$ cat src/rtl/mecanum_drive_mixer_watchdog_unit_defines.svh
// ----------------------------------------------------------------------------
// Mecanum drive mixer assertion macros
// Shared assertion macros for the mixer RTL; empty when synthesizing.
// ----------------------------------------------------------------------------
`ifndef MECANUM_DRIVE_MIXER_WATCHDOG_UNIT_DEFINES_SVH
`define MECANUM_DRIVE_MIXER_WATCHDOG_UNIT_DEFINES_SVH

`ifndef SYNTHESIS
// A property that must hold at every clock edge outside reset.
`define MDMW_ASSERT(label, clk, rst_n, prop, msg) \
    label: assert property (@(posedge clk) disable iff (!rst_n) (prop)) else $error(msg);
// A condition that must be followed by another one in the next cycle.
`define MDMW_ASSERT_NEXT(label, clk, rst_n, ante, cons, msg) \
    label: assert property (@(posedge clk) disable iff (!rst_n) (ante) |=> (cons)) \
        else $error(msg);
`else
`define MDMW_ASSERT(label, clk, rst_n, prop, msg)
`define MDMW_ASSERT_NEXT(label, clk, rst_n, ante, cons, msg)
`endif

`endif

$ cat src/rtl/mdmw_pkg.sv
// ----------------------------------------------------------------------------
// Mecanum drive mixer package
// Opcodes, register indexes, reset values and the types shared by the blocks.
// ----------------------------------------------------------------------------
package mdmw_pkg;

    // Default depth of the job queue between front and back.
    localparam int QUEUE_DEPTH = 2;

    // Input opcodes.
    localparam logic [1:0] OP_COMMAND = 2'd0;
    localparam logic [1:0] OP_TICK    = 2'd1;
    localparam logic [1:0] OP_STOP    = 2'd2;

    // Configuration register indexes.
    localparam logic [1:0] CFG_TIMEOUT = 2'd0;
    localparam logic [1:0] CFG_REFRESH = 2'd1;
    localparam logic [1:0] CFG_LIMIT   = 2'd2;

    // Register reset values.
    localparam logic [15:0] TIMEOUT_RST = 16'd500;
    localparam logic [15:0] REFRESH_RST = 16'd20;
    localparam logic [6:0]  LIMIT_RST   = 7'd100;

    // Largest motor speed magnitude and the last wheel of a group.
    localparam logic [8:0] FULL_SCALE = 9'd127;
    localparam logic [1:0] LAST_MOTOR = 2'd3;

    // One send job: the held axes at the moment of the send.
    typedef struct packed {
        logic signed [7:0] strafe;
        logic signed [7:0] forward;
        logic signed [7:0] turn;
    } t_job;

    // Queue status seen by both sides.
    typedef struct packed {
        logic full;
        logic empty;
    } t_qstat;

endpackage

$ cat src/rtl/mdmw_front.sv
// ----------------------------------------------------------------------------
// Mecanum drive mixer front end
// Holds the configuration and command state, runs the watchdog and refresh
// timers and queues a send job whenever a group of motor writes is due.
// ----------------------------------------------------------------------------
module mdmw_front (
    input  logic               i_clk,
    input  logic               i_rst_n,
    input  logic               i_s_axis_tvalid,
    output logic               o_s_axis_tready,
    // [15:0] strafe_in, [31:16] forward_in, [47:32] turn_in
    input  logic [47:0]        i_s_axis_tdata,
    // [1:0] opcode, [2] strafe_given, [3] forward_given, [4] turn_given
    input  logic [4:0]         i_s_axis_tuser,
    input  logic               i_cfg_valid,
    output logic               o_cfg_ready,
    input  logic [1:0]         i_cfg_index,
    input  logic [15:0]        i_cfg_data,
    input  mdmw_pkg::t_qstat   i_qstat,
    output logic               o_push,
    output mdmw_pkg::t_job     o_job
);

    logic [15:0]       r_timeout, r_refresh;
    logic [6:0]        r_limit;
    logic signed [7:0] r_held_x, r_held_y, r_held_z;
    logic signed [7:0] r_sent_x, r_sent_y, r_sent_z;
    logic              r_sent_vld;
    logic [15:0]       r_since_cmd;
    logic              r_armed;
    logic [15:0]       r_since_send;

    logic signed [7:0] n_held_x, n_held_y, n_held_z;
    logic signed [7:0] n_sent_x, n_sent_y, n_sent_z;
    logic              n_sent_vld;
    logic [15:0]       n_since_cmd;
    logic              n_armed;
    logic [15:0]       n_since_send;
    logic              n_push;

    logic              accept;
    logic [1:0]        opcode;

    // Clamp a 16-bit request to plus or minus the limit.
    function automatic logic signed [7:0] clamp_axis(input logic signed [15:0] v,
                                                     input logic [6:0] lim);
        logic signed [15:0] hi;
        logic signed [15:0] lo;
        logic signed [15:0] c;
        hi = $signed({9'd0, lim});
        lo = -hi;
        c  = v;
        if (v > hi) begin
            c = hi;
        end else if (v < lo) begin
            c = lo;
        end
        return c[7:0];
    endfunction

    // Saturating increment of a tick counter.
    function automatic logic [15:0] sat_inc(input logic [15:0] c);
        return (c == 16'hFFFF) ? c : c + 16'd1;
    endfunction

    assign o_s_axis_tready = !i_qstat.full;
    assign o_cfg_ready     = 1'b1;
    assign accept          = i_s_axis_tvalid && o_s_axis_tready;
    assign opcode          = i_s_axis_tuser[1:0];

    // Command state update, watchdog and send decision.
    always_comb begin
        logic run;
        logic changed;
        n_held_x     = r_held_x;
        n_held_y     = r_held_y;
        n_held_z     = r_held_z;
        n_sent_x     = r_sent_x;
        n_sent_y     = r_sent_y;
        n_sent_z     = r_sent_z;
        n_sent_vld   = r_sent_vld;
        n_since_cmd  = r_since_cmd;
        n_armed      = r_armed;
        n_since_send = r_since_send;
        n_push       = 1'b0;
        run          = 1'b0;
        changed      = 1'b0;
        if (accept) begin
            case (opcode)
                mdmw_pkg::OP_COMMAND: begin
                    if (i_s_axis_tuser[2]) begin
                        n_held_x = clamp_axis(i_s_axis_tdata[15:0], r_limit);
                    end
                    if (i_s_axis_tuser[3]) begin
                        n_held_y = clamp_axis(i_s_axis_tdata[31:16], r_limit);
                    end
                    if (i_s_axis_tuser[4]) begin
                        n_held_z = clamp_axis(i_s_axis_tdata[47:32], r_limit);
                    end
                    n_since_cmd = 16'd0;
                    n_armed     = 1'b1;
                    run         = 1'b1;
                end
                mdmw_pkg::OP_TICK: begin
                    n_since_cmd  = sat_inc(r_since_cmd);
                    n_since_send = sat_inc(r_since_send);
                    run          = 1'b1;
                end
                mdmw_pkg::OP_STOP: begin
                    // Stop zeroes the command; the zero job gives zero writes.
                    n_held_x    = 8'sd0;
                    n_held_y    = 8'sd0;
                    n_held_z    = 8'sd0;
                    n_armed     = 1'b0;
                    n_since_cmd = 16'd0;
                    n_sent_vld  = 1'b0;
                    n_push      = 1'b1;
                end
                default: begin
                end
            endcase
        end
        if (run) begin
            // Watchdog expiry clears the held command.
            if (n_armed && (n_since_cmd > r_timeout)) begin
                n_held_x    = 8'sd0;
                n_held_y    = 8'sd0;
                n_held_z    = 8'sd0;
                n_armed     = 1'b0;
                n_since_cmd = 16'd0;
            end
            changed = !r_sent_vld || (n_held_x != r_sent_x) ||
                      (n_held_y != r_sent_y) || (n_held_z != r_sent_z);
            if (changed || (n_since_send >= r_refresh)) begin
                n_since_send = 16'd0;
                n_sent_x     = n_held_x;
                n_sent_y     = n_held_y;
                n_sent_z     = n_held_z;
                n_sent_vld   = 1'b1;
                n_push       = 1'b1;
            end
        end
    end

    assign o_push          = n_push;
    assign o_job.strafe    = n_held_x;
    assign o_job.forward   = n_held_y;
    assign o_job.turn      = n_held_z;

    // State and configuration registers.
    always_ff @(posedge i_clk) begin
        if (!i_rst_n) begin
            r_timeout    <= mdmw_pkg::TIMEOUT_RST;
            r_refresh    <= mdmw_pkg::REFRESH_RST;
            r_limit      <= mdmw_pkg::LIMIT_RST;
            r_held_x     <= 8'sd0;
            r_held_y     <= 8'sd0;
            r_held_z     <= 8'sd0;
            r_sent_x     <= 8'sd0;
            r_sent_y     <= 8'sd0;
            r_sent_z     <= 8'sd0;
            r_sent_vld   <= 1'b0;
            r_since_cmd  <= 16'd0;
            r_armed      <= 1'b0;
            r_since_send <= 16'd0;
        end else begin
            r_held_x     <= n_held_x;
            r_held_y     <= n_held_y;
            r_held_z     <= n_held_z;
            r_sent_x     <= n_sent_x;
            r_sent_y     <= n_sent_y;
            r_sent_z     <= n_sent_z;
            r_sent_vld   <= n_sent_vld;
            r_since_cmd  <= n_since_cmd;
            r_armed      <= n_armed;
            r_since_send <= n_since_send;
            if (i_cfg_valid && o_cfg_ready) begin
                case (i_cfg_index)
                    mdmw_pkg::CFG_TIMEOUT: r_timeout <= i_cfg_data;
                    mdmw_pkg::CFG_REFRESH: r_refresh <= i_cfg_data;
                    mdmw_pkg::CFG_LIMIT:   r_limit   <= i_cfg_data[6:0];
                    default: begin
                    end
                endcase
            end
        end
    end

endmodule

$ cat src/rtl/mdmw_fifo.sv
// ----------------------------------------------------------------------------
// Mecanum drive mixer job queue
// Short queue of send jobs that decouples the front end from the back end.
// ----------------------------------------------------------------------------
`include "mecanum_drive_mixer_watchdog_unit_defines.svh"

module mdmw_fifo #(
    parameter int DEPTH = mdmw_pkg::QUEUE_DEPTH
) (
    input  logic               i_clk,
    input  logic               i_rst_n,
    input  logic               i_push,
    input  mdmw_pkg::t_job     i_job,
    input  logic               i_pop,
    output mdmw_pkg::t_job     o_job,
    output mdmw_pkg::t_qstat   o_qstat
);

    localparam int PW = (DEPTH > 1) ? $clog2(DEPTH) : 1;
    localparam int CW = $clog2(DEPTH + 1);

    mdmw_pkg::t_job r_mem [DEPTH];
    logic [PW-1:0]  r_wr_ptr, r_rd_ptr;
    logic [CW-1:0]  r_count;

    // Wrap a pointer at the queue depth.
    function automatic logic [PW-1:0] ptr_inc(input logic [PW-1:0] p);
        return (p == PW'(DEPTH - 1)) ? '0 : p + 1'b1;
    endfunction

    assign o_qstat.full  = (r_count == CW'(DEPTH));
    assign o_qstat.empty = (r_count == '0);
    assign o_job         = r_mem[r_rd_ptr];

    // Entry storage.
    always_ff @(posedge i_clk) begin
        if (i_push) begin
            r_mem[r_wr_ptr] <= i_job;
        end
    end

    // Pointers and fill count.
    always_ff @(posedge i_clk) begin
        if (!i_rst_n) begin
            r_wr_ptr <= '0;
            r_rd_ptr <= '0;
            r_count  <= '0;
        end else begin
            if (i_push) begin
                r_wr_ptr <= ptr_inc(r_wr_ptr);
            end
            if (i_pop) begin
                r_rd_ptr <= ptr_inc(r_rd_ptr);
            end
            case ({i_push, i_pop})
                2'b10:   r_count <= r_count + 1'b1;
                2'b01:   r_count <= r_count - 1'b1;
                default: r_count <= r_count;
            endcase
        end
    end

    `MDMW_ASSERT(a_no_overflow, i_clk, i_rst_n, !(i_push && o_qstat.full), "push into full queue")
    `MDMW_ASSERT(a_no_underflow, i_clk, i_rst_n, !(i_pop && o_qstat.empty), "pop from empty queue")

endmodule

$ cat src/rtl/mdmw_back.sv
// ----------------------------------------------------------------------------
// Mecanum drive mixer back end
// Mixes one job into four wheel speeds, scales them with a shared radix-4
// divider when the peak exceeds full scale and emits four motor writes.
// ----------------------------------------------------------------------------
`include "mecanum_drive_mixer_watchdog_unit_defines.svh"

module mdmw_back (
    input  logic               i_clk,
    input  logic               i_rst_n,
    input  mdmw_pkg::t_qstat   i_qstat,
    input  mdmw_pkg::t_job     i_job,
    output logic               o_pop,
    output logic               o_m_axis_tvalid,
    input  logic               i_m_axis_tready,
    // [7:0] motor_speed
    output logic [7:0]         o_m_axis_tdata,
    // [1:0] motor_index
    output logic [1:0]         o_m_axis_tuser,
    output logic               o_m_axis_tlast
);

    typedef enum logic [3:0] {
        S_IDLE  = 4'b0001,
        S_LOAD  = 4'b0010,
        S_DIV   = 4'b0100,
        S_WRITE = 4'b1000
    } t_state;

    t_state            r_state, n_state;
    logic [1:0]        r_idx, n_idx;
    logic [1:0]        r_step, n_step;
    logic              r_o_vld, n_o_vld;

    logic signed [9:0] r_mix [4];
    logic [8:0]        r_peak;
    logic              r_neg;
    logic [9:0]        r_rem;
    logic [7:0]        r_dq;
    logic [7:0]        r_speed;
    logic [1:0]        r_o_idx;
    logic [7:0]        r_o_speed;
    logic              r_o_last;

    logic signed [9:0] mix [4];
    logic [8:0]        mag [4];
    logic [8:0]        peak;
    logic [8:0]        cur_mag;
    logic [16:0]       dividend;
    logic [9:0]        divisor;
    logic [9:0]        div_rem;
    logic [7:0]        div_dq;
    logic              load_out;

    // Wheel mix and peak magnitude of the job at the queue head.
    always_comb begin
        logic signed [9:0] x, y, z;
        logic [8:0] pa, pb;
        x = 10'(i_job.strafe);
        y = 10'(i_job.forward);
        z = 10'(i_job.turn);
        mix[0] = y + x + z;
        mix[1] = y - x - z;
        mix[2] = y - x + z;
        mix[3] = y + x - z;
        for (int i = 0; i < 4; i++) begin
            mag[i] = mix[i][9] ? 9'(-mix[i]) : mix[i][8:0];
        end
        pa   = (mag[0] > mag[1]) ? mag[0] : mag[1];
        pb   = (mag[2] > mag[3]) ? mag[2] : mag[3];
        peak = (pa > pb) ? pa : pb;
    end

    // Numerator 2*|m|*127 + peak over divisor 2*peak.
    assign cur_mag  = r_mix[r_idx][9] ? 9'(-r_mix[r_idx]) : r_mix[r_idx][8:0];
    assign dividend = {({cur_mag, 7'd0} - {7'd0, cur_mag}), 1'b0} + {8'd0, r_peak};
    assign divisor  = {r_peak, 1'b0};

    // Two restoring divide steps per cycle.
    always_comb begin
        logic [10:0] t;
        div_rem = r_rem;
        div_dq  = r_dq;
        for (int k = 0; k < 2; k++) begin
            t = {div_rem, div_dq[7]};
            if (t >= {1'b0, divisor}) begin
                div_rem = 10'(t - {1'b0, divisor});
                div_dq  = {div_dq[6:0], 1'b1};
            end else begin
                div_rem = t[9:0];
                div_dq  = {div_dq[6:0], 1'b0};
            end
        end
    end

    assign o_pop    = (r_state == S_IDLE) && !i_qstat.empty;
    assign load_out = (r_state == S_WRITE) && (!r_o_vld || i_m_axis_tready);

    // Sequencer over the four wheels.
    always_comb begin
        n_state = r_state;
        n_idx   = r_idx;
        n_step  = r_step;
        n_o_vld = r_o_vld && !i_m_axis_tready;
        case (r_state)
            S_IDLE: begin
                if (o_pop) begin
                    n_state = S_LOAD;
                    n_idx   = 2'd0;
                end
            end
            S_LOAD: begin
                n_step  = 2'd0;
                n_state = (r_peak > mdmw_pkg::FULL_SCALE) ? S_DIV : S_WRITE;
            end
            S_DIV: begin
                n_step = r_step + 2'd1;
                if (r_step == 2'd3) begin
                    n_state = S_WRITE;
                end
            end
            S_WRITE: begin
                if (load_out) begin
                    n_o_vld = 1'b1;
                    if (r_idx == mdmw_pkg::LAST_MOTOR) begin
                        n_state = S_IDLE;
                    end else begin
                        n_idx   = r_idx + 2'd1;
                        n_state = S_LOAD;
                    end
                end
            end
            default: n_state = S_IDLE;
        endcase
    end

    // Control registers.
    always_ff @(posedge i_clk) begin
        if (!i_rst_n) begin
            r_state <= S_IDLE;
            r_idx   <= 2'd0;
            r_step  <= 2'd0;
            r_o_vld <= 1'b0;
        end else begin
            r_state <= n_state;
            r_idx   <= n_idx;
            r_step  <= n_step;
            r_o_vld <= n_o_vld;
        end
    end

    // Datapath registers.
    always_ff @(posedge i_clk) begin
        if (o_pop) begin
            for (int i = 0; i < 4; i++) begin
                r_mix[i] <= mix[i];
            end
            r_peak <= peak;
        end
        if (r_state == S_LOAD) begin
            r_neg   <= r_mix[r_idx][9];
            r_rem   <= {1'b0, dividend[16:8]};
            r_dq    <= dividend[7:0];
            r_speed <= r_mix[r_idx][7:0];
        end
        if (r_state == S_DIV) begin
            r_rem <= div_rem;
            r_dq  <= div_dq;
            if (r_step == 2'd3) begin
                r_speed <= r_neg ? 8'(-div_dq) : div_dq;
            end
        end
        if (load_out) begin
            r_o_idx   <= r_idx;
            r_o_speed <= r_speed;
            r_o_last  <= (r_idx == mdmw_pkg::LAST_MOTOR);
        end
    end

    assign o_m_axis_tvalid = r_o_vld;
    assign o_m_axis_tdata  = r_o_speed;
    assign o_m_axis_tuser  = r_o_idx;
    assign o_m_axis_tlast  = r_o_last;

    `MDMW_ASSERT(a_last_on_fourth, i_clk, i_rst_n, !r_o_vld || (r_o_last == (r_o_idx == mdmw_pkg::LAST_MOTOR)), "last flag off the fourth wheel")
    `MDMW_ASSERT(a_speed_range, i_clk, i_rst_n, !r_o_vld || (r_o_speed != 8'h80), "motor speed out of range")
    `MDMW_ASSERT_NEXT(a_pop_starts, i_clk, i_rst_n, o_pop, (r_state == S_LOAD) && (r_idx == 2'd0), "group did not start at wheel zero")

endmodule

$ cat src/rtl/mecanum_drive_mixer_watchdog_unit.sv
// Flow: a command, tick or stop that triggers a group queues a job on acceptance; the back end
// pops it, then per wheel loads in S_LOAD, divides in S_DIV when the peak exceeds full scale
// and writes in S_WRITE, using the shared radix-4 divider. Items that trigger no writes queue
// no job, but are still accepted only while the queue is not full.
// Reset: synchronous active low; registers return to 500/20/100, command state clears.
// ----------------------------------------------------------------------------
// Mecanum drive mixer with watchdog
// Top level: front end with timers, job queue and mixing/scaling back end.
// ----------------------------------------------------------------------------
module mecanum_drive_mixer_watchdog_unit #(
    parameter int QUEUE_DEPTH = mdmw_pkg::QUEUE_DEPTH
) (
    input  logic        i_clk,
    input  logic        i_rst_n,
    input  logic        i_s_axis_tvalid,
    output logic        o_s_axis_tready,
    // [15:0] strafe_in, [31:16] forward_in, [47:32] turn_in
    input  logic [47:0] i_s_axis_tdata,
    // [1:0] opcode, [2] strafe_given, [3] forward_given, [4] turn_given
    input  logic [4:0]  i_s_axis_tuser,
    output logic        o_m_axis_tvalid,
    input  logic        i_m_axis_tready,
    // [7:0] motor_speed
    output logic [7:0]  o_m_axis_tdata,
    // [1:0] motor_index
    output logic [1:0]  o_m_axis_tuser,
    output logic        o_m_axis_tlast,
    input  logic        i_cfg_valid,
    output logic        o_cfg_ready,
    input  logic [1:0]  i_cfg_index,
    input  logic [15:0] i_cfg_data
);

    mdmw_pkg::t_qstat qstat;
    mdmw_pkg::t_job   push_job, head_job;
    logic             push, pop;

    // Front end: configuration, timers and send decision.
    mdmw_front u_front (
        .i_clk           (i_clk),
        .i_rst_n         (i_rst_n),
        .i_s_axis_tvalid (i_s_axis_tvalid),
        .o_s_axis_tready (o_s_axis_tready),
        .i_s_axis_tdata  (i_s_axis_tdata),
        .i_s_axis_tuser  (i_s_axis_tuser),
        .i_cfg_valid     (i_cfg_valid),
        .o_cfg_ready     (o_cfg_ready),
        .i_cfg_index     (i_cfg_index),
        .i_cfg_data      (i_cfg_data),
        .i_qstat         (qstat),
        .o_push          (push),
        .o_job           (push_job)
    );

    // Job queue.
    mdmw_fifo #(
        .DEPTH (QUEUE_DEPTH)
    ) u_fifo (
        .i_clk   (i_clk),
        .i_rst_n (i_rst_n),
        .i_push  (push),
        .i_job   (push_job),
        .i_pop   (pop),
        .o_job   (head_job),
        .o_qstat (qstat)
    );

    // Back end: mixing, scaling and motor writes.
    mdmw_back u_back (
        .i_clk           (i_clk),
        .i_rst_n         (i_rst_n),
        .i_qstat         (qstat),
        .i_job           (head_job),
        .o_pop           (pop),
        .o_m_axis_tvalid (o_m_axis_tvalid),
        .i_m_axis_tready (i_m_axis_tready),
        .o_m_axis_tdata  (o_m_axis_tdata),
        .o_m_axis_tuser  (o_m_axis_tuser),
        .o_m_axis_tlast  (o_m_axis_tlast)
    );

endmodule

$ cat config.mk
export PLATFORM = sky130hd
export DESIGN_NAME = mecanum_drive_mixer_watchdog_unit
export DESIGN_NICKNAME = d
export VERILOG_FILES = /design/src/rtl/mdmw_pkg.sv /design/src/rtl/mdmw_front.sv /design/src/rtl/mdmw_fifo.sv /design/src/rtl/mdmw_back.sv /design/src/rtl/mecanum_drive_mixer_watchdog_unit.sv
export VERILOG_INCLUDE_DIRS = /design/src /design/src/rtl
export SDC_FILE = /design/constraint.sdc
export NUM_CORES = 1
export LEC_CHECK = 0
export ABC_AREA = 0
export BUFFER_PORTS_ARGS = -buffer_cell sky130_fd_sc_hd__buf_2
export CORE_AREA = 5 5 188 190
export CTS_CLUSTER_DIAMETER = 80
export CTS_CLUSTER_SIZE = 24
export DETAILED_ROUTE_END_ITERATION = 10
export DIE_AREA = 0 0 193 195
export HOLD_SLACK_MARGIN = 0.15
export PLACE_DENSITY = 0.78
export SYNTH_ARGS = -nofsm -noshare
export SYNTH_HDL_FRONTEND = slang
export SYNTH_SLANG_ARGS = --single-unit
$ cat constraint.sdc
create_clock -name i_clk -period 18.88 [get_ports i_clk]
set_input_delay 0.944 -clock i_clk [delete_from_list [all_inputs] [get_ports i_clk]]
set_output_delay 0.944 -clock i_clk [all_outputs]
set_load 0.01 [all_outputs]
# Word-level counts from Yosys, hierarchy flattened
# Memories as Yosys holds them, arrays and structs flattened. A register that Yosys moved wholly into a read port is not among the register bits.
# Index checks and enable logic that the tools add are counted.
[word_totals] ff_bits=181 mem_bits_rw=88 in_bits=76 output_inout_bits=14 wordCells=212 mem_count=2
[mem_list] memory="u_fifo.r_mem" depth=2 width=24 rd=1 rd_clocked_by_memory_dff=1 wr=1 line="mdmw_fifo.sv:22" source="mdmw_pkg::t_job r_mem [DEPTH];"
[mem_list] memory="u_back.r_mix" depth=4 width=10 rd=1 rd_clocked_by_memory_dff=1 wr=4 line="mdmw_back.sv:35" source="logic signed [9:0] r_mix [4];"
[classes] addsub=25 order_cmp=14 n_eq_ne=22 n_mux=92 reduce_logical=29
[op_table] cell="two-way mux 8 bit" count=27
[op_table] cell="two-way mux 16 bit" count=9
[op_table] cell="two-way mux 9 bit" count=8
[op_table] cell="greater-than comparator 16 x 8 -> 1 bit" count=3
[op_table] cell="less-than comparator 16 bit" count=3
[op_table] cell="one-hot mux 8 bit (2 select lines)" count=3
[op_table] cell="negation 9 bit" count=5
[op_table] cell="two-way mux 10 bit" count=4
[op_table] cell="adder 16 x 1 -> 16 bit (second input constant)" count=2
[op_table] cell="== test 16 bit (second input constant)" count=2
[op_table] cell="one-hot mux 16 bit (2 select lines)" count=1
[op_table] cell="greater-than comparator 9 bit" count=3
[op_table] cell="two-way mux 1 bit" count=25
[op_table] cell="!= test 8 bit" count=3
[op_table] cell="greater-or-equal comparator 11 x 10 -> 1 bit" count=2
[op_table] cell="adder 9 x 8 -> 10 bit" count=2
[op_table] cell="subtractor 10 bit" count=2
[op_table] cell="subtractor 9 x 8 -> 10 bit" count=2
[op_table] cell="adder 17 x 9 -> 17 bit" count=1
[op_table] cell="greater-or-equal comparator 16 bit" count=1
[op_table] cell="greater-than comparator 16 bit" count=1
[op_table] cell="two-way mux 4 bit" count=4
[op_table] cell="negation 7 -> 16 bit" count=1
[op_table] cell="one-hot mux 4 bit (4 select lines)" count=1
[op_table] cell="28 further kinds" count=67

# Longest topological paths before layout
# Gate-level depths: netlist of the first run.
[logic_depth] depth_word=18 depth_mapped=46 ltp_nobuf=44

# Hierarchy
# From an unflattened synthesis of the first run, not the netlist that was laid out.
[hier_totals] cells_unflattened=2434 hier_area_um2=21366.7
[modules_own_cells] mod="mdmw_front" instances=1 cells_per_inst=1263 area_per_inst_um2=9733.1 seq_area_each_um2=2422.3
[modules_own_cells] mod="mdmw_back" instances=1 cells_per_inst=1074 area_per_inst_um2=9690.5 seq_area_each_um2=2752.6
[modules_own_cells] mod="mdmw_fifo" instances=1 cells_per_inst=97 area_per_inst_um2=1943.1 seq_area_each_um2=1541.5

# Worst setup path before layout of the first run
# Ideal clock, no wire load.
[synth_timing] path_kind="register to register" startpoint="register (tool-made name)" endpoint="register u_back.r_peak[1], data pin" setup_ns=0.290 arrival_time_ns=7.834 required_time_ns=18.590 slack_ns=10.756 path_stages_with_launch=40 n_path_buf=3 period_less_slack_ns=8.124 cell_sequence="dfxtp_1 clkbuf_1 clkbuf_1 mux2i_1 inv_1 fa_1 a21o_1 a21oi_1 o21bai_1 a21oi_1 xnor2_1 ha_1 clkbuf_1 inv_1 a21oi_1 a21boi_0 o31a_1 o21ai_0 (+4 left out) o21ai_0 maj3_1 a2bb2oi_1 mux2_2 inv_1 ha_1 nor2b_1 o21a_1 o21a_1 o21ai_0 nand2b_1 a21oi_1 nor2b_1 o21ai_0 nand2b_1 a21oi_1 a41oi_1 mux2i_1"
[synth_rtl] element="end signal: assignment" line="mdmw_back.sv:158" source="r_peak <= peak;"
[synth_rtl] element="end: declaration" line="mdmw_back.sv:36" source="logic [8:0] r_peak;"

==> impl_results.md, run 1 <==
- Asr flop ratio synth: 0
- Slew at the pin closest to its max-slew limit: 1.246 ns
- Wire length per cell: 19.29 µm
- Count of endpoints failing hold in the final timing report: 0
- Synth Register Bits: 268
- Core Rows: 67
- Most used flip-flop cell after synthesis: sky130_fd_sc_hd__dfxtp_1
- Routed via count: 16850
- NumNets Final: 2576
- Hold worst-path end: u_back.o_m_axis_tdata[6]$_DFFE_PP_
- Later-pin clock latency in the skew report: 0.53 ns
- Horizontal die dimension: 193 µm
- Vertical die dimension: 195 µm
- Detail-routed via count per cell: 6.154
- Run status: finished clean
- Max-capacitance violation count: 0
- Total clock sinks: 268
- Worst Reg-to-Reg Cells: 42
- Net count after synthesis: 2524
- Clock buffer count from CTS: 18
- Final instance area: 21200 µm²
- Area added between synthesis and finish: 7.444%
- Arrival time worst endpoint: 9.15 ns
- Global-route wire length before repair: 84.17 mm
- Worst min-delay path category: register to register
- Worst slew slack as a fraction of its limit: 0.1658
- CTS H-Tree Depth: 1
- Slack of the critical path: 9.964 ns
- Synthesized netlist cell count: 2226
- Worst slack after detailed placement: 10.04 ns
- Root Buffer: sky130_fd_sc_hd__clkbuf_16
- Fraction of layout instances using a drive strength above 1: 0.08213
- Count of boundary I/O pins: 90
- Setup crit end kind: register
- Overall die area: 37640 µm²
- Setup repair after global routing missed its margin: no
- Count of endpoints failing setup in the final report: 0
- Hold-critical path depth: 0
- Count of routing violations after the opening detailed-route iteration: 1292
- Distinct cells, synth: 94
- Final worst clock skew: 0.02540 ns
- Total global-route track usage: 0.2742
- Final number of max-transition violations: 0
- Critical path's largest stage delay: 0.85 ns
- Total routed wirelength: 52.83 mm
- TritonCTS clock tree: built
- Clock buffer depth: 3
- Final HPWL from detailed placement: 41.49 mm
- Antenna violations before repair: 3
- Number of enable-type register cells in the synthesized netlist: 123
- Maximum number of pins on one net before global-route repair: 47
- Fin Hold WS: 0.4398 ns
- F_max: 0.1122 GHz
- Final critical-path share of the clock period: 0.4723
- Initial Util: 0.5929
- Synthesized area: 19730 µm²
- Beginning of the worst hold path: u_back.r_speed[6]$_DFF_P_
- Post-route DRC: 0
- Worst reg2reg path endpoint: u_back.r_peak[5]$_DFFE_PP_
- Placer Congestion: 0.9949
- Data required time at the worst endpoint: 19.11 ns
- Length of the first detailed-routing pass in iterations: 5
- Floorplan Core Area: 33280 µm²
- Number of buffers added for setup after CTS: 0
- Synthesized area per cell: 8.865 µm²
- I/O Buffers: 88
- Remaining number of nets flagged by the antenna check after routing: 0
- Share of synthesized area occupied by flip-flops and latches: 0.3343
- Highest fanout seen on the critical path: 24
- Minimum period implied by the final worst setup slack: 8.916 ns
- Clk slew on worst S/H paths: 0.09 ns
- Critical path class: register to register
- Hold buffers post-CTS: 0
- Number of global-route vias before repair: 16440
- Slack of the worst reg-to-reg path: 9.96 ns
- Total congestion overflow after global routing: 0
- CP Launch Type: register
- Slowest-stage cell, CP: sky130_fd_sc_hd__a41oi_1
- Most prevalent standard cell on the critical path: sky130_fd_sc_hd__nor2_1
- Area post-placement: 20560 µm²
- Number of gates given a new drive strength after cts: 0
- Total negative setup slack: 0 ns
- Total number of yosys warnings: 0
[per-stage QoR]
step,std cells,util
global placement,2706,0.6179
finish,2738,0.6371
floorplan,2226,-
detailed placement,2706,0.6179
CTS,2737,0.6370
global route,2737,0.6370
[area by class of cell]
cell class	instances	area, µm²
Multi-Input combinational cell	1710	12200
Fill cell	2818	12080
Sequential cell	268	6596
Inverter	180	675.6
Tap cell	448	560.5
Timing Repair Buffer	100	530.5
Clock buffer	22	486.7
Clock inverter	9	147.6
Antenna cell	1	2.502
[cells in the final DEF, fill, tap and decap left out, types with 12 or more instances in the layout]
| master | n |
|---|---|
| sky130_fd_sc_hd__nand4_1 | 42 |
| sky130_fd_sc_hd__xnor2_1 | 91 |
| sky130_fd_sc_hd__or4_1 | 13 |
| sky130_fd_sc_hd__ha_1 | 213 |
| sky130_fd_sc_hd__mux2i_1 | 65 |
| sky130_fd_sc_hd__a21o_1 | 34 |
| sky130_fd_sc_hd__or3_1 | 14 |
| sky130_fd_sc_hd__o31ai_1 | 13 |
| sky130_fd_sc_hd__o21bai_1 | 19 |
| sky130_fd_sc_hd__mux2_2 | 25 |
| sky130_fd_sc_hd__nor3_1 | 32 |
| sky130_fd_sc_hd__nor2_1 | 213 |
| sky130_fd_sc_hd__xor2_1 | 54 |
| sky130_fd_sc_hd__dfxtp_1 | 145 |
| sky130_fd_sc_hd__buf_2 | 88 |
| sky130_fd_sc_hd__nor2b_1 | 34 |
| sky130_fd_sc_hd__o21a_1 | 23 |
| sky130_fd_sc_hd__o2bb2ai_1 | 18 |
| sky130_fd_sc_hd__a21oi_1 | 150 |
| sky130_fd_sc_hd__edfxtp_1 | 123 |
| sky130_fd_sc_hd__inv_1 | 178 |
| sky130_fd_sc_hd__nand3_1 | 54 |
| sky130_fd_sc_hd__nand2b_1 | 23 |
| sky130_fd_sc_hd__o211ai_1 | 24 |
| sky130_fd_sc_hd__a31oi_1 | 24 |
| sky130_fd_sc_hd__buf_4 | 12 |
| sky130_fd_sc_hd__clkbuf_16 | 19 |
| sky130_fd_sc_hd__and3_1 | 17 |
| sky130_fd_sc_hd__o21ai_0 | 84 |
| sky130_fd_sc_hd__nand2_1 | 205 |
| sky130_fd_sc_hd__nor4_1 | 23 |
| sky130_fd_sc_hd__and2_1 | 30 |
[critical path, delay by kind of cell, from the launching register on]
kind	cells	cell delay (ns)
buffers and inverters	4	0.56
AOI/OAI and AO/OA	16	3.41
and+or+nand+nor	13	1.70
DFF	1	0.32
adders and majority gates	5	1.60
xor gates and xnor gates	1	0.10
muxes	3	0.87
[cells by family after synthesis]
| kind of cell | synth area share |
|---|---|
| AO/OA/AOI/OAI | 0.1668 |
| XOR/XNOR | 0.06436 |
| adder cells (fa/ha/maj) | 0.1447 |
| buffers and inverters | 0.04895 |
| flip-flops | 0.3343 |
| multiplexers | 0.05954 |
| other | 0.0001900 |
| AND/OR/NAND/NOR | 0.1812 |
[synthesized netlist by cell type, types with 13 or more instances]
master | count | area [µm²]
sky130_fd_sc_hd__nor2_1 | 214 | 803.3
sky130_fd_sc_hd__ha_1 | 213 | 2665
sky130_fd_sc_hd__nand2_1 | 205 | 769.5
sky130_fd_sc_hd__inv_1 | 178 | 668.1
sky130_fd_sc_hd__a21oi_1 | 151 | 755.7
sky130_fd_sc_hd__dfxtp_1 | 145 | 2903
sky130_fd_sc_hd__edfxtp_1 | 123 | 3694
sky130_fd_sc_hd__xnor2_1 | 91 | 797.0
sky130_fd_sc_hd__o21ai_0 | 84 | 420.4
sky130_fd_sc_hd__mux2i_1 | 65 | 650.6
sky130_fd_sc_hd__nand3_1 | 54 | 270.3
sky130_fd_sc_hd__xor2_1 | 54 | 473.0
sky130_fd_sc_hd__clkbuf_1 | 53 | 198.9
sky130_fd_sc_hd__nand4_1 | 42 | 262.8
sky130_fd_sc_hd__a21o_1 | 34 | 255.2
sky130_fd_sc_hd__nor2b_1 | 34 | 212.7
sky130_fd_sc_hd__nor3_1 | 32 | 160.2
sky130_fd_sc_hd__and2_1 | 30 | 187.7
sky130_fd_sc_hd__mux2_2 | 25 | 281.5
sky130_fd_sc_hd__a31oi_1 | 24 | 150.1
sky130_fd_sc_hd__o211ai_1 | 24 | 180.2
sky130_fd_sc_hd__nand2b_1 | 23 | 143.9
sky130_fd_sc_hd__nor4_1 | 23 | 143.9
sky130_fd_sc_hd__o21a_1 | 23 | 172.7
sky130_fd_sc_hd__o21bai_1 | 19 | 142.6
sky130_fd_sc_hd__o2bb2ai_1 | 18 | 157.7
sky130_fd_sc_hd__and3_1 | 17 | 106.4
sky130_fd_sc_hd__o31ai_1 | 14 | 105.1
sky130_fd_sc_hd__or3_1 | 14 | 87.58
sky130_fd_sc_hd__or4_1 | 13 | 97.59
[worst max-delay path by stage]
stage / startpoint / endpoint / slack (ns) / cells after the start
5_1_grt: register / u_back.r_peak[5]$_DFFE_PP_ / 9.15 / 42
2_1_floorplan: register / u_back.r_peak[1]$_DFFE_PP_ / 10.76 / 39
3_3_place_gp: register / u_back.r_peak[2]$_DFFE_PP_ / 10.43 / 42
6_report: register / u_back.r_peak[5]$_DFFE_PP_ / 9.96 / 42
4_1_cts: register / u_back.r_peak[2]$_DFFE_PP_ / 10.03 / 42
3_5_place_dp: register / u_back.r_peak[2]$_DFFE_PP_ / 10.04 / 42
[layer usage]
layer | track usage | up-vias | routed length [µm]
met4 | 0.1246 | 4 | 2872
met1 | 0.3425 | 7899 | 21710
met5 | 0 | - | 29
li1 | - | 8128 | -
met2 | 0.4732 | 650 | 25120
met3 | 0.03286 | 170 | 3097
[registers in the layout, indices dropped and copies added, names as in the netlist, 9 cells and up, named ones only]
signal and flops:
u_fifo.r_mem 48, u_back.r_mix 36, u_front.r_refresh 16, u_front.r_since_cmd 16, u_front.r_since_send 16, u_front.r_timeout 16
u_back.r_rem 10, u_back.r_peak 9
Power of run 1 is not shown: default switching activity piles up to over one toggle a cycle in this logic, so the estimate is an artifact.
==> run 2, diff against run 1 <==
ABC_AREA = 1   (was 0)
CORE_AREA = 5 5 197 199   (was 5 5 188 190)
DIE_AREA = 0 0 202 204   (was 0 0 193 195)
clock period = 7.15 ns   (was 18.88 ns; I/O delays follow)
==> impl_results.md, run 2 <==
- I/O Buffers: 88
- Share of synthesized area occupied by flip-flops and latches: 0.3199
- Critical path class: register to register
- Number of cells in the design after placement: 3380
- Post-route DRC: 0
- Final number of max-transition violations: 0
- Count of routing violations after the opening detailed-route iteration: 1201
- Worst Reg-to-Reg Cells: 33
- Vertical die dimension: 204 µm
- Net count after synthesis: 3155
- FILL cells: 3293
- Number of global-route vias before repair: 18180
- Max-capacitance violation count: 0
- Synth Register Bits: 268
- Slowest-stage cell, CP: sky130_fd_sc_hd__dfxtp_4
- Total routed wirelength: 54.53 mm
- Later-pin clock latency in the skew report: 0.54 ns
- Final critical-path share of the clock period: 0.9389
- Total global-route track usage: 0.2581
- Main area contributors after synthesis: sky130_fd_sc_hd__edfxtp_1 (18%), sky130_fd_sc_hd__dfxtp_1 (14%), sky130_fd_sc_hd__ha_1 (13%)
- Synthesized area per cell: 7.217 µm²
- Worst min-delay path category: primary input to register
- Run status: finished clean
- Largest regs: u_fifo.r_mem: 48 flops, u_back.r_mix: 36 flops
- Global-route wire length before repair: 88.64 mm
- Total number of yosys warnings: 0
- Synthesized area: 20620 µm²
- Hold-critical path depth: 3
- CP Launch Type: register
- Non-filler instance count after layout: 3433
- Count of endpoints failing setup in the final report: 0
- Most frequent cell after synthesis: sky130_fd_sc_hd__nand2_1
- Worst slack after detailed placement: 0.1837 ns
- Length of the first detailed-routing pass in iterations: 5
- Wire length per cell: 15.88 µm
- Most prevalent standard cell on the critical path: sky130_fd_sc_hd__inv_1
- Arrival time worst endpoint: 7.00 ns
- Routed via count: 18830
- Number of flip-flops in the largest register: 48
- NumNets Final: 3244
- Initial Util: 0.5566
- Highest fanout seen on the critical path: 16
- Area added between synthesis and finish: 8.798%
- Synth top cells by count: sky130_fd_sc_hd__nand2_1 (632), sky130_fd_sc_hd__inv_1 (444), sky130_fd_sc_hd__nor2_1 (291)
- Total congestion overflow after global routing: 0
- Asr flop ratio synth: 0
- Slew at the pin closest to its max-slew limit: 1.085 ns
- Antenna violations before repair: 1
- Setup crit end kind: register
- Slack of the critical path: 0.4366 ns
- Maximum number of pins on one net before global-route repair: 75
- Minimum period implied by the final worst setup slack: 6.713 ns
- Detail-routed via count per cell: 5.485
- Cell type with the largest total area after synthesis: sky130_fd_sc_hd__edfxtp_1
- Horizontal die dimension: 202 µm
- Register with the most flip-flops: u_fifo.r_mem
- Count of boundary I/O pins: 90
- Total clock sinks: 268
- Placer Congestion: 0.9429
- Overall die area: 41210 µm²
- Synthesized netlist cell count: 2857
- Critical path's largest stage delay: 0.44 ns
- Core Rows: 71
- CTS H-Tree Depth: 1
- Root Buffer: sky130_fd_sc_hd__clkbuf_16
- Worst slew slack as a fraction of its limit: 0.2709
- Fraction of the core area covered by cells at the end of the flow: 0.6056
- F_max: 0.1490 GHz
- Remaining number of nets flagged by the antenna check after routing: 0
- Floorplan Core Area: 37040 µm²
- Data required time at the worst endpoint: 7.44 ns
- Count of endpoints failing hold in the final timing report: 0
- Leading cell types in the layout, fill and taps excluded: sky130_fd_sc_hd__nand2_1 (632), sky130_fd_sc_hd__inv_1 (443), sky130_fd_sc_hd__nor2_1 (289)
- Final HPWL from detailed placement: 42.28 mm
- Clk slew on worst S/H paths: 0.09 ns
- Clock buffer count from CTS: 19
- Distinct cells, synth: 67
- Clock buffer depth: 3
- Fin Hold WS: 0.1721 ns
- Most used flip-flop cell after synthesis: sky130_fd_sc_hd__dfxtp_1
- Fraction of layout instances using a drive strength above 1: 0.08925
- Final worst clock skew: 0.03701 ns
- Number of enable-type register cells in the synthesized netlist: 123
- TritonCTS clock tree: built
- Yosys top cell area share: 0.1791
- Most common library cell in the layout ignoring fill and taps: sky130_fd_sc_hd__nand2_1
==> run 2: worst paths after layout <==
path / start / end / slack, ns
setup reg to reg: register / u_back.r_peak[3]$_DFFE_PP_ / 0.44
hold / removal: i_cfg_data[1] / u_front.r_refresh[1]$_SDFFE_PN0P_ / 0.17
hold reg to reg: u_back.r_speed[5]$_DFF_P_ / u_back.o_m_axis_tdata[5]$_DFFE_PP_ / 0.45
setup / recovery: register / u_back.r_peak[3]$_DFFE_PP_ / 0.44
==> run 2: worst max-delay path: cells and delay by family, from the launching register on <==
| kind | cells | cell delay [ns] |
|---|---|---|
| xor gates and xnor gates | 3 | 0.68 |
| muxes | 1 | 0.37 |
| AOI/OAI and AO/OA | 9 | 1.63 |
| buffers and inverters | 7 | 0.69 |
| adders and majority gates | 4 | 1.38 |
| and+or+nand+nor | 9 | 1.27 |
| DFF | 1 | 0.44 |
==> run 2: timing repair <==
| item | in CTS | in global routing |
|---|---|---|
| hold buffers | 15 | 0 |
| setup endpoints to repair | 0 | 8 |
| setup buffers | 0 | 3 |
| hold endpoints to repair | 27 | 0 |
| gates resized for setup | 0 | 18 |
==> run 2: metrics by stage <==
stage               setup TNS [ns]  cell area [µm²]
floorplan                        0            20620
global placement                 0            21530
detailed placement               0            21530
CTS                              0            22340
global route               -0.1454            22430
finish                           0            22430
==> run 2: kinds of logic (layout without fill, tap and decap cells) <==
| group | Yosys count | after routing | share of synthesized area |
|---|---|---|---|
| xor+xnor | 110 | 110 | 0.04745 |
| flops | 268 | 268 | 0.3199 |
| buf+inv | 529 | 630 | 0.1014 |
| fa+ha+maj | 222 | 222 | 0.1380 |
| other cells | 1 | 2 | 0.0001819 |
| simple gates | 1274 | 1274 | 0.2672 |
| mux | 8 | 8 | 0.004369 |
| compound gates | 445 | 445 | 0.1215 |
==> run 2: area by class of cell <==
type / instances / area (µm²) / area share
Timing Repair Buffer: 133 / 815.8 / 0.03636
Clock buffer: 24 / 504.2 / 0.02248
Clock inverter: 9 / 148.9 / 0.006637
Tap cell: 474 / 593.1 / 0.02644
Inverter: 463 / 1740 / 0.07758
Sequential cell: 268 / 6600 / 0.2942
Antenna cell: 1 / 2.502 / 0.0001115
Timing Repair inverter: 1 / 5.005 / 0.0002231
Multi-Input combinational cell: 2060 / 12020 / 0.5360
==> run 2: layer usage <==
| layer | vias up | share of wire | GRT usage |
|---|---|---|---|
| met5 | - | 0 | 0 |
| met2 | 545 | 0.48 | 0.4606 |
| met4 | 0 | 0.042 | 0.1028 |
| li1 | 9459 | - | - |
| met1 | 8678 | 0.42 | 0.3172 |
| met3 | 147 | 0.054 | 0.03316 |
Power of run 2 is left out for the same reason.
